$ cat config.mk
export PLATFORM = sky130hd
export DESIGN_NAME = modbus_read_register_frame_engine_core
export DESIGN_NICKNAME = d
export VERILOG_FILES = /design/src/rtl/mbrr_pkg.sv /design/src/rtl/mbrr_rx_frame.sv /design/src/rtl/modbus_read_register_frame_engine_core.sv
export SDC_FILE = /design/constraint.sdc
export NUM_CORES = 1
export LEC_CHECK = 0
export CORE_MARGIN = 1.5
export CORE_UTILIZATION = 50
export CTS_BUF_LIST = sky130_fd_sc_hd__clkbuf_8
export DETAILED_ROUTE_END_ITERATION = 10
export DONT_BUFFER_PORTS = 1
export PLACE_DENSITY_LB_ADDON = 0.1
export SLEW_MARGIN = 15
export SYNTH_ARGS = -nofsm -noshare
export SYNTH_HDL_FRONTEND = slang
export SYNTH_SLANG_ARGS = --single-unit
$ cat constraint.sdc
create_clock -name aclk -period 6.05 [get_ports aclk]
set_input_delay 0.3025 -clock aclk [delete_from_list [all_inputs] [get_ports aclk]]
set_output_delay 0.3025 -clock aclk [all_outputs]
set_load 0.05 [all_outputs]
$ cat src/rtl/mbrr_pkg.sv
package mbrr_pkg;

    localparam logic [7:0]  ADDR_RESET        = 8'h01;
    localparam logic [7:0]  FUNC_READ_HOLDING = 8'h03;
    localparam logic [7:0]  EXPECTED_COUNT    = 8'h02;
    localparam logic [7:0]  START_ADDR_HI     = 8'h00;
    localparam logic [7:0]  START_ADDR_LO     = 8'h00;
    localparam logic [7:0]  REG_COUNT_HI      = 8'h00;
    localparam logic [7:0]  REG_COUNT_LO      = 8'h01;
    localparam logic [15:0] CRC_INIT          = 16'hFFFF;
    localparam logic [15:0] CRC_POLY          = 16'hA001;

    localparam logic MODE_START    = 1'b0;
    localparam logic MODE_RESPONSE = 1'b1;

    localparam logic KIND_TX      = 1'b0;
    localparam logic KIND_READING = 1'b1;

    localparam logic [1:0] STATUS_OK         = 2'd0;
    localparam logic [1:0] STATUS_BAD_HEADER = 2'd1;
    localparam logic [1:0] STATUS_BAD_CRC    = 2'd2;

    // Positions in the request frame.
    localparam logic [2:0] TX_POS_ADDR     = 3'd0;
    localparam logic [2:0] TX_POS_FUNC     = 3'd1;
    localparam logic [2:0] TX_POS_START_HI = 3'd2;
    localparam logic [2:0] TX_POS_START_LO = 3'd3;
    localparam logic [2:0] TX_POS_COUNT_HI = 3'd4;
    localparam logic [2:0] TX_POS_COUNT_LO = 3'd5;
    localparam logic [2:0] TX_POS_CRC_LO   = 3'd6;
    localparam logic [2:0] TX_POS_CRC_HI   = 3'd7;

    // Positions in the response frame.
    localparam logic [2:0] RX_POS_ADDR   = 3'd0;
    localparam logic [2:0] RX_POS_FUNC   = 3'd1;
    localparam logic [2:0] RX_POS_COUNT  = 3'd2;
    localparam logic [2:0] RX_POS_VAL_HI = 3'd3;
    localparam logic [2:0] RX_POS_VAL_LO = 3'd4;
    localparam logic [2:0] RX_POS_CRC_LO = 3'd5;
    localparam logic [2:0] RX_POS_CRC_HI = 3'd6;

    typedef struct packed {
        logic        final_byte;
        logic [15:0] reading;
        logic [1:0]  status;
    } rx_result_t;

    function automatic logic [15:0] crc_feed(input logic [15:0] crc_in, input logic [7:0] b);
        logic [15:0] c;
        c = crc_in ^ {8'h00, b};
        for (int k = 0; k < 8; k++) begin
            if (c[0]) begin
                c = (c >> 1) ^ CRC_POLY;
            end else begin
                c = c >> 1;
            end
        end
        return c;
    endfunction

endpackage

$ cat src/rtl/mbrr_rx_frame.sv
module mbrr_rx_frame
    import mbrr_pkg::*;
(
    input  logic       aclk,
    input  logic       aresetn,
    input  logic       clear,
    input  logic       byte_valid,
    input  logic [7:0] rx_byte,
    input  logic [7:0] expected_addr,
    output rx_result_t result
);

    logic [2:0]  idx_reg, idx_next;
    logic [15:0] crc_reg, crc_next;
    logic        hdr_good_reg, hdr_good_next;
    logic [7:0]  val_hi_reg, val_hi_next;
    logic [7:0]  val_lo_reg, val_lo_next;
    logic [7:0]  crc_lo_reg, crc_lo_next;
    logic [15:0] rx_crc;

    always_comb begin
        idx_next      = idx_reg;
        crc_next      = crc_reg;
        hdr_good_next = hdr_good_reg;
        val_hi_next   = val_hi_reg;
        val_lo_next   = val_lo_reg;
        crc_lo_next   = crc_lo_reg;
        if (clear || (byte_valid && idx_reg == RX_POS_CRC_HI)) begin
            idx_next      = RX_POS_ADDR;
            crc_next      = CRC_INIT;
            hdr_good_next = 1'b1;
            val_hi_next   = 8'h00;
            val_lo_next   = 8'h00;
            crc_lo_next   = 8'h00;
        end else if (byte_valid) begin
            idx_next = idx_reg + 3'd1;
            if (idx_reg < RX_POS_CRC_LO) begin
                crc_next = crc_feed(crc_reg, rx_byte);
            end
            case (idx_reg)
                RX_POS_ADDR: begin
                    if (rx_byte != expected_addr) hdr_good_next = 1'b0;
                end
                RX_POS_FUNC: begin
                    if (rx_byte != FUNC_READ_HOLDING) hdr_good_next = 1'b0;
                end
                RX_POS_COUNT: begin
                    if (rx_byte != EXPECTED_COUNT) hdr_good_next = 1'b0;
                end
                RX_POS_VAL_HI: val_hi_next = rx_byte;
                RX_POS_VAL_LO: val_lo_next = rx_byte;
                RX_POS_CRC_LO: crc_lo_next = rx_byte;
                default: ;
            endcase
        end
    end

    // The reading is resolved from the stored bytes and the final CRC byte on the wire.
    assign rx_crc = {rx_byte, crc_lo_reg};

    always_comb begin
        result.final_byte = (idx_reg == RX_POS_CRC_HI);
        result.reading    = 16'h0000;
        if (!hdr_good_reg) begin
            result.status = STATUS_BAD_HEADER;
        end else if (rx_crc != crc_reg) begin
            result.status = STATUS_BAD_CRC;
        end else begin
            result.status  = STATUS_OK;
            result.reading = {val_hi_reg, val_lo_reg};
        end
    end

    always_ff @(posedge aclk) begin
        if (!aresetn) begin
            idx_reg      <= RX_POS_ADDR;
            crc_reg      <= CRC_INIT;
            hdr_good_reg <= 1'b1;
            val_hi_reg   <= 8'h00;
            val_lo_reg   <= 8'h00;
            crc_lo_reg   <= 8'h00;
        end else begin
            idx_reg      <= idx_next;
            crc_reg      <= crc_next;
            hdr_good_reg <= hdr_good_next;
            val_hi_reg   <= val_hi_next;
            val_lo_reg   <= val_lo_next;
            crc_lo_reg   <= crc_lo_next;
        end
    end

endmodule

$ cat src/rtl/modbus_read_register_frame_engine_core.sv
// Channel   Direction  Handshake          Payload
// s_        in         s_valid / s_ready  s_mode, s_rx_byte
// m_        out        m_valid / m_ready  m_kind, m_tx_byte, m_last, m_reading, m_status
// cfg_      in         cfg_we             cfg_wdata (slave address)
//
// A response byte leaves s_ready high, so the next item can be accepted in the following cycle
// unless the stall described below holds it. A start item holds s_ready low while the request
// sequencer loads one frame byte per cycle into the output register whenever that register is free,
// folding each byte ahead of the CRC into the request CRC. Reset is synchronous on aresetn; the
// slave address returns to 1. A stalled m_ready holds s_ready low only for the final reply byte
// when the output register is full and not being drained, or while it holds back a request going out.
module modbus_read_register_frame_engine_core
    import mbrr_pkg::*;
(
    input  logic        aclk,
    input  logic        aresetn,
    input  logic        cfg_we,
    input  logic [7:0]  cfg_wdata,
    input  logic        s_valid,
    output logic        s_ready,
    input  logic        s_mode,
    input  logic [7:0]  s_rx_byte,
    output logic        m_valid,
    input  logic        m_ready,
    output logic        m_kind,
    output logic [7:0]  m_tx_byte,
    output logic        m_last,
    output logic [15:0] m_reading,
    output logic [1:0]  m_status
);

    logic [7:0]  dev_addr_reg;
    logic        tx_active_reg, tx_active_next;
    logic [2:0]  tx_idx_reg, tx_idx_next;
    logic [15:0] tx_crc_reg, tx_crc_next;

    logic        m_valid_reg, m_valid_next;
    logic        m_kind_reg, m_kind_next;
    logic [7:0]  m_tx_byte_reg, m_tx_byte_next;
    logic        m_last_reg, m_last_next;
    logic [15:0] m_reading_reg, m_reading_next;
    logic [1:0]  m_status_reg, m_status_next;

    logic        out_free;
    logic        s_fire;
    logic        start_fire;
    logic        rx_fire;
    logic        load_tx;
    logic        load_rd;
    logic [7:0]  frame_byte;
    rx_result_t  rx_res;

    assign out_free   = !m_valid_reg || m_ready;
    assign s_ready    = !tx_active_reg
                        && (out_free || s_mode == MODE_START || !rx_res.final_byte);
    assign s_fire     = s_valid && s_ready;
    assign start_fire = s_fire && s_mode == MODE_START;
    assign rx_fire    = s_fire && s_mode == MODE_RESPONSE;
    assign load_tx    = tx_active_reg && out_free;
    assign load_rd    = rx_fire && rx_res.final_byte;

    mbrr_rx_frame u_rx_frame (
        .aclk          (aclk),
        .aresetn       (aresetn),
        .clear         (start_fire),
        .byte_valid    (rx_fire),
        .rx_byte       (s_rx_byte),
        .expected_addr (dev_addr_reg),
        .result        (rx_res)
    );

    always_comb begin
        case (tx_idx_reg)
            TX_POS_ADDR:     frame_byte = dev_addr_reg;
            TX_POS_FUNC:     frame_byte = FUNC_READ_HOLDING;
            TX_POS_START_HI: frame_byte = START_ADDR_HI;
            TX_POS_START_LO: frame_byte = START_ADDR_LO;
            TX_POS_COUNT_HI: frame_byte = REG_COUNT_HI;
            TX_POS_COUNT_LO: frame_byte = REG_COUNT_LO;
            TX_POS_CRC_LO:   frame_byte = tx_crc_reg[7:0];
            TX_POS_CRC_HI:   frame_byte = tx_crc_reg[15:8];
            default:         frame_byte = 8'h00;
        endcase
    end

    always_comb begin
        tx_active_next = tx_active_reg;
        tx_idx_next    = tx_idx_reg;
        tx_crc_next    = tx_crc_reg;
        if (start_fire) begin
            tx_active_next = 1'b1;
            tx_idx_next    = TX_POS_ADDR;
            tx_crc_next    = CRC_INIT;
        end else if (load_tx) begin
            tx_idx_next = tx_idx_reg + 3'd1;
            if (tx_idx_reg < TX_POS_CRC_LO) begin
                tx_crc_next = crc_feed(tx_crc_reg, frame_byte);
            end
            if (tx_idx_reg == TX_POS_CRC_HI) begin
                tx_active_next = 1'b0;
            end
        end
    end

    always_comb begin
        m_valid_next   = m_valid_reg;
        m_kind_next    = m_kind_reg;
        m_tx_byte_next = m_tx_byte_reg;
        m_last_next    = m_last_reg;
        m_reading_next = m_reading_reg;
        m_status_next  = m_status_reg;
        if (load_tx) begin
            m_valid_next   = 1'b1;
            m_kind_next    = KIND_TX;
            m_tx_byte_next = frame_byte;
            m_last_next    = (tx_idx_reg == TX_POS_CRC_HI);
            m_reading_next = 16'h0000;
            m_status_next  = STATUS_OK;
        end else if (load_rd) begin
            m_valid_next   = 1'b1;
            m_kind_next    = KIND_READING;
            m_tx_byte_next = 8'h00;
            m_last_next    = 1'b1;
            m_reading_next = rx_res.reading;
            m_status_next  = rx_res.status;
        end else if (m_ready) begin
            m_valid_next = 1'b0;
        end
    end

    always_ff @(posedge aclk) begin
        if (!aresetn) begin
            dev_addr_reg  <= ADDR_RESET;
            tx_active_reg <= 1'b0;
            tx_idx_reg    <= TX_POS_ADDR;
            tx_crc_reg    <= CRC_INIT;
            m_valid_reg   <= 1'b0;
        end else begin
            if (cfg_we) begin
                dev_addr_reg <= cfg_wdata;
            end
            tx_active_reg <= tx_active_next;
            tx_idx_reg    <= tx_idx_next;
            tx_crc_reg    <= tx_crc_next;
            m_valid_reg   <= m_valid_next;
        end
    end

    always_ff @(posedge aclk) begin
        m_kind_reg    <= m_kind_next;
        m_tx_byte_reg <= m_tx_byte_next;
        m_last_reg    <= m_last_next;
        m_reading_reg <= m_reading_next;
        m_status_reg  <= m_status_next;
    end

    assign m_valid   = m_valid_reg;
    assign m_kind    = m_kind_reg;
    assign m_tx_byte = m_tx_byte_reg;
    assign m_last    = m_last_reg;
    assign m_reading = m_reading_reg;
    assign m_status  = m_status_reg;

endmodule

==> flow_summary.json, run 1 <==
{
  "period_minus_slack_ns": 4.14,
  "cp_max_fo": 16,
  "setup.worst_path.start_class": "flip-flop",
  "clk_latency_ns": 0.36,
  "viasPerCell": 5.68,
  "grt_antenna_before_repair": 0,
  "reg2reg_from": "u_rx_frame.idx_reg[0]",
  "use_met2_pct": 31.8,
  "synth_async_sr_flop_share_pct": 0,
  "cts_made_buffers": 9,
  "grt_pass1_vias": 3156,
  "status": "finished clean",
  "seq_area_frac_synth_pct": 44.8,
  "ys_ff_latch": 101,
  "tightest_slew_ns": 1.16,
  "hold_depth": 1,
  "setup.worst_path.end": "m_reading[15]",
  "gp_congestion": 0.876,
  "place_hpwl_mm": 7.49,
  "setup_tns_ns": 0,
  "r2r-end": "m_reading[15]",
  "die_y_um": 100,
  "hold_path_class": "input port to flip-flop",
  "place_ws_ns": 2.09,
  "fmaxAchievable_ghz": 0.242,
  "period_share_pct": 68.4,
  "numClockSinks": 101,
  "slew_viol_final": 0,
  "vias": 3318,
  "die_area_um2": 10000,
  "ys_warn_count": 0,
  "drc": 0,
  "p_per_area_nw_per_um2": 277,
  "timing.hold.ws_ns": 0.00787,
  "syn-num-nets": 518,
  "use_met3_pct": 5.85,
  "h-tree-depth": 3,
  "portBuffers": 0,
  "grt_overflow_total": 0,
  "synth_area_um2": 4720,
  "synth_top_area_share_pct": 39.0,
  "drt-total-wl_mm": 10.5,
  "maxSlewHeadroom_pct": 22.6,
  "clock-root-buffer": "clkbuf_8",
  "synth_area_leaders": "dfxtp_1 39%, mux2i_1 7.0%, nand2_1 6.1%, edfxtp_1 5.7%, xnor2_1 5.4%",
  "dr.pass1.iters": 4,
  "antenna_cells": 0,
  "setup.worst_path.end_class": "flip-flop",
  "leakagePower_nw": 2.02,
  "grt_pass1_wl_mm": 17.2,
  "ctsLongestPathBuffers": 2,
  "ioPinCount": 52,
  "syn_avg_cell_area_um2": 9.73,
  "synth_top_area_cell": "dfxtp_1",
  "cts_tree": "built",
  "netlist_instances": 485,
  "required_ns": 6.35,
  "gr-usage-all-layers_pct": 22.2,
  "cts_setup_buffers": 0,
  "critical_path_class": "flip-flop to flip-flop",
  "wl_per_cell_um": 18.0,
  "clk_transition_reported_paths_ns": 0.11,
  "hold_buffers": 0,
  "setup_viol": 0,
  "grt_util_met1_pct": 33.2,
  "cap_viol_max_count": 0,
  "rrSetupSlack_ns": 1.91,
  "yosysUniqueCellTypes": 52,
  "rows": 35,
  "cp.arrival_ns": 4.44,
  "fill_cells": 862,
  "rsz0062_at_grt": "false",
  "final_util_pct": 53.6,
  "area_growth_pct": 4.43,
  "peakVddDrop_v": 0.000150,
  "fin_skew_ns": 0.0169,
  "die_w_um": 100,
  "ff2ff_path_depth": 10,
  "grt_max_degree": 28,
  "cp-startpoint": "u_rx_frame.idx_reg[0]",
  "synth_ff_type": "dfxtp_1",
  "cts_resized": 0,
  "ant_nets": 0,
  "start_util_pct": 51.3,
  "synth_edf_count": 9,
  "power_mw": 1.37,
  "nets": 501,
  "hold_viol_final": 0,
  "final_layout_size_suffix_gt1_share_pct": 7.82,
  "setup_ws_ns": 1.91,
  "core_um2": 9200,
  "grt_busiest_layer": "met1",
  "first_iter_violations": 186
}
-- where the power goes --
part	internal [mW]	switching [mW]	total (mW)	leakage, nW
clock network	0.156	0.249	0.405	0.0892
registers	0.699	0.0368	0.736	0.831
logic	0.103	0.122	0.225	1.10
total	0.958	0.407	1.37	2.02
-- worst max-delay path, cell delays in order, from the launching register on --
cell     delay [ns]
dfxtp_1        0.43
inv_1          0.11
ha_1           0.21
nand2_1        0.09
nor2_1         0.06
a21oi_1        0.92
and3_1         0.54
nor2b_1        0.53
nand2_1        0.13
nor2_1         0.82
a22o_1         0.24
-- worst min-delay path by stage --
stage / from / to / slack [ns]
after floorplan: cfg_wdata[0] / dev_addr_reg[0] / 0.43
after global placement: aresetn / dev_addr_reg[0] / 0.37
after detailed placement: aresetn / dev_addr_reg[0] / 0.39
after CTS: aresetn / dev_addr_reg[0] / 0.005
after global routing: aresetn / dev_addr_reg[0] / 0.01
final: aresetn / dev_addr_reg[0] / 0.008
-- area by class of cell --
type	count	area, µm²	share of cell area [%]
multi-input combinational	347	2450	49.8
sequential	101	2110	42.9
tap	111	139	2.82
clock buffer	9	124	2.51
clock inverter	7	60.1	1.22
inverter	8	30.0	0.610
timing repair buffer	1	7.51	0.152
-- layout by cell type (no fill, tap or decap), types with 2 or more instances in the layout --
| cell type | synthesis | layout |
|---|---|---|
| a211oi_1 | 3 | 3 |
| a21oi_1 | 20 | 20 |
| a22o_1 | 16 | 16 |
| a22oi_1 | 2 | 2 |
| a32oi_2 | 2 | 2 |
| and2_1 | 3 | 3 |
| clkbuf_8 | 0 | 9 |
| clkinv_4 | 0 | 2 |
| clkinvlp_4 | 0 | 2 |
| dfxtp_1 | 92 | 92 |
| edfxtp_1 | 9 | 9 |
| ha_1 | 11 | 11 |
| inv_1 | 8 | 8 |
| inv_8 | 0 | 2 |
| mux2i_1 | 33 | 33 |
| mux2i_2 | 2 | 2 |
| mux2i_4 | 3 | 3 |
| nand2_1 | 77 | 77 |
| nand2b_1 | 5 | 5 |
| nand3_1 | 13 | 13 |
| nand4_1 | 2 | 2 |
| nor2_1 | 32 | 31 |
| nor2b_1 | 8 | 8 |
| nor3_1 | 3 | 3 |
| nor4_1 | 6 | 6 |
| o211ai_1 | 16 | 16 |
| o21ai_0 | 4 | 4 |
| o21ai_1 | 4 | 3 |
| xnor2_1 | 29 | 29 |
| xor2_1 | 29 | 29 |
| xor2_2 | 3 | 3 |
-- per-layer routing --
metal	routed length (µm)	vias up
li1	-	1626
met1	5320	1569
met2	4330	111
met3	733	12
met4	116	0
met5	0	-
-- logic make-up (layout without fill, tap and decap cells) --
logic type / after synthesis / in the layout / share of synthesized area, %
AOI/OAI and AO/OA: 77 / 77 / 11.8
buffers and inverters: 37 / 25 / 3.34
adders and majority gates: 11 / 11 / 2.92
xor gates and xnor gates: 63 / 63 / 12.7
muxes: 40 / 40 / 9.58
and+or+nand+nor: 156 / 156 / 15.0
DFF: 101 / 101 / 44.8
-- metrics by stage --
stage | instances | cell area (µm²)
2_1_floorplan | 485 | 4720
3_3_place_gp | 568 | 4740
3_5_place_dp | 568 | 4740
4_1_cts | 584 | 4920
5_1_grt | 584 | 4930
6_report | 584 | 4930
-- cell usage after synthesis, types with 3 or more instances --
cell and count:
a211oi_1 3, a22o_1 16, and2_1 3, buf_1 3, o21ai_0 4, a21oi_1 20
ha_1 11, edfxtp_1 9, nor4_1 6, inv_1 8, nor3_1 3, o211ai_1 16
nand3_1 13, mux2i_4 3, xor2_2 3, xor2_1 29, nor2b_1 8, mux2i_1 33
nor2_1 32, o21ai_1 4, nand2b_1 5, xnor2_1 29, clkbuf_1 23, dfxtp_1 92
nand2_1 77
Power figures use the tool's default switching activity.
==> inputs of run 2 (changes only) <==
ABC_AREA = 1   (was not set)
clock period = 4.23 ns   (was 6.05 ns; I/O delays follow)
==> run 2 against run 1 <==
  * Critical path depth up 2
  * Flip-flop and latch count unchanged
  * Core utilization up 1.0 points
  * Area after synthesis up 5.4%
  * Register-to-register slack worse by 0.80 ns
  * Die area up 5.2%
  * Clock-buffer cell count up 1
  * Combinational power up 58%
  * Routed wire length up 14%
  * Clock skew down 0.0070 ns
  * Critical endpoint is now u_rx_frame.val_hi_reg[6]
==> flow_summary.json, run 2 <==
{
  "path_cells": "inv_1 > nor2_1 > a31oi_2 > buf_4 > nand3_2 > inv_2 > nand2_1 > nand2_1 > buf_4 > inv_2 > o21ai_0 > a21oi_1",
  "setup_tns_ns": 0,
  "setup.worst_path.end_class": "flip-flop",
  "slew_viol_final": 0,
  "rrSetupSlack_ns": 1.11,
  "synth_top_area_cell": "dfxtp_1",
  "cap_viol_max_count": 0,
  "yosysUniqueCellTypes": 45,
  "p_switching_mw": 0.628,
  "ioPinCount": 52,
  "die_y_um": 103,
  "timing.hold.ws_ns": 0.0167,
  "final_cell_mix": "129 x nand2_1, 92 x dfxtp_1, 75 x nand3_1, 54 x inv_1, 54 x a21oi_1",
  "drt-total-wl_mm": 12.0,
  "clk_latency_ns": 0.36,
  "design_area_um2": 5310,
  "peakVddDrop_v": 0.000211,
  "synth_async_sr_flop_share_pct": 0,
  "synth_ff_type": "dfxtp_1",
  "hold_path_end": "dev_addr_reg[7]",
  "min_from": "cfg_we",
  "place_ws_ns": 1.15,
  "r2r-end": "u_rx_frame.val_hi_reg[6]",
  "grt_pass1_vias": 3865,
  "hold_path_class": "input port to flip-flop",
  "viasPerCell": 5.45,
  "cp.arrival_ns": 3.41,
  "period_share_pct": 73.7,
  "p_per_area_nw_per_um2": 376,
  "dr.pass1.iters": 4,
  "rsz0062_at_grt": "false",
  "path_delay_family": "buffers and inverters",
  "place_hpwl_mm": 8.89,
  "synth_edf_count": 9,
  "first_iter_violations": 199,
  "setup.worst_path.start_class": "flip-flop",
  "layout_commonest_cell": "nand2_1",
  "gr-usage-all-layers_pct": 23.8,
  "required_ns": 4.53,
  "place_area_um2": 5060,
  "cts_resized": 0,
  "drc": 0,
  "period_minus_slack_ns": 3.12,
  "reg2reg_from": "m_valid",
  "netlist_instances": 642,
  "h-tree-depth": 3,
  "numClockSinks": 101,
  "rows": 36,
  "seq_area_frac_synth_pct": 42.5,
  "hold_depth": 2,
  "ys_warn_count": 0,
  "critical_path_class": "flip-flop to flip-flop",
  "die_w_um": 103,
  "ant_nets": 0,
  "ys_ff_latch": 101,
  "grt_overflow_total": 0,
  "cts_setup_buffers": 0,
  "portBuffers": 0,
  "fmaxAchievable_ghz": 0.321,
  "wl_per_cell_um": 15.4,
  "die_area_um2": 10600,
  "comb_power_share_pct": 17.8,
  "status": "finished clean",
  "core_um2": 9730,
  "grt_antenna_before_repair": 0,
  "swShare_pct": 31.4,
  "cp_max_fo": 32,
  "seqPwrFrac_pct": 52.3,
  "ff2ff_path_depth": 12,
  "synth_top_area_share_pct": 37.0,
  "start_util_pct": 51.1,
  "p_int_mw": 1.37,
  "final_util_pct": 54.6,
  "hold_viol_final": 0,
  "tightest_slew_ns": 0.650,
  "slowest_stage": "dfxtp_1",
  "synth_area_leaders": "dfxtp_1 37%, nand2_1 9.7%, nand3_1 7.5%, a21oi_1 5.4%, edfxtp_1 5.4%",
  "synth_common_cells": "129 x nand2_1, 92 x dfxtp_1, 75 x nand3_1",
  "final_layout_size_suffix_gt1_share_pct": 9.94,
  "clkPwrFrac_pct": 29.9,
  "syn_avg_cell_area_um2": 7.74,
  "worst-path-buf-inv": 5,
  "cts_tree": "built",
  "clock-root-buffer": "clkbuf_8",
  "setup_viol": 0,
  "cp_slowest_stage_delay_ns": 0.64,
  "fin_skew_ns": 0.00987,
  "clk_transition_reported_paths_ns": 0.10,
  "gp_congestion": 0.849,
  "vias": 4240,
  "nets": 672,
  "grt_pass1_wl_mm": 19.3,
  "synth_area_um2": 4970,
  "leakagePower_nw": 2.32,
  "setup_ws_ns": 1.11,
  "maxSlewHeadroom_pct": 56.5,
  "ctsLongestPathBuffers": 2,
  "cts_made_buffers": 9,
  "grt_max_degree": 33,
  "area_growth_pct": 6.79,
  "syn-num-nets": 675,
  "post-synth-top-count-cell": "nand2_1"
}
==> run 2: changes by cell type after synthesis, moves of 33 or more <==
cell,previous run,this run
a21oi_1,20,54
nand3_1,13,75
inv_1,8,54
o21ai_0,4,47
mux2i_1,33,0
nand2_1,77,129
==> run 2: worst max-delay path by stage <==
stage                          start                  endpoint  slack (ns)  depth (start not counted)
6_report                     m_valid  u_rx_frame.val_hi_reg[6]        1.11                         12
5_1_grt                      m_valid  u_rx_frame.val_lo_reg[2]        0.80                         12
4_1_cts                      m_valid  u_rx_frame.val_hi_reg[6]        1.14                         12
3_5_place_dp                 m_valid  u_rx_frame.val_hi_reg[6]        1.15                         12
3_3_place_gp   u_rx_frame.idx_reg[0]              m_tx_byte[0]        1.28                         10
2_1_floorplan  u_rx_frame.idx_reg[0]                    m_last        1.64                         10
==> run 2: timing repair <==
item / in CTS / in global routing
endpoints found under the hold margin: 14 / 0
endpoints found under the setup margin: 0 / 0
hold buffers: 6 / 0
==> run 2: metrics by stage <==
| stage | instances | power, mW |
|---|---|---|
| floorplan | 642 | 1.35 |
| global placement | 755 | 1.41 |
| detailed placement | 755 | 1.41 |
| CTS | 777 | 2.01 |
| global route | 777 | 2.10 |
| finish | 778 | 2.00 |
==> run 2: cell families (layout without fill, tap and decap cells) <==
family,Yosys count,after routing,synth area share [%]
adders and majority gates,11,11,2.77
AOI/OAI and AO/OA,128,128,14.6
buffers and inverters,89,91,7.27
xor gates and xnor gates,36,36,6.49
DFF,101,101,42.5
and+or+nand+nor,277,277,26.4
other,0,1,0
==> run 2: layer usage <==
layer	track usage [%]	share of wire, %	up-vias
li1	-	-	2145
met1	30.3	44	1967
met2	39.4	50	110
met3	5.56	5.0	18
met4	8.54	1.8	0
met5	0	0	-
==> run 2: power by group through the flow <==
stage | sequential (mW) | combinational [mW] | clock (mW)
3_3_place_gp | 1.07 | 0.341 | 0
4_1_cts | 1.05 | 0.355 | 0.611
3_5_place_dp | 1.07 | 0.347 | 0
6_report | 1.05 | 0.356 | 0.597
5_1_grt | 1.05 | 0.400 | 0.654
2_1_floorplan | 1.06 | 0.289 | 0
==> run 2: layout make-up <==
cell class	instances	area (µm²)
timing repair buffer	12	105
sequential	101	2110
clock buffer	10	138
multi-input combinational	452	2500
inverter	63	236
clock inverter	6	51.3
tap	133	166
antenna	1	2.50
fill	953	4420
==> run 2: worst reg2reg max path, delay by kind of cell, from the launching register on <==
kind / cells / cell delay [ns]
compound gates: 3 / 0.47
buf+inv: 5 / 0.98
simple gates: 4 / 0.97
flops: 1 / 0.64
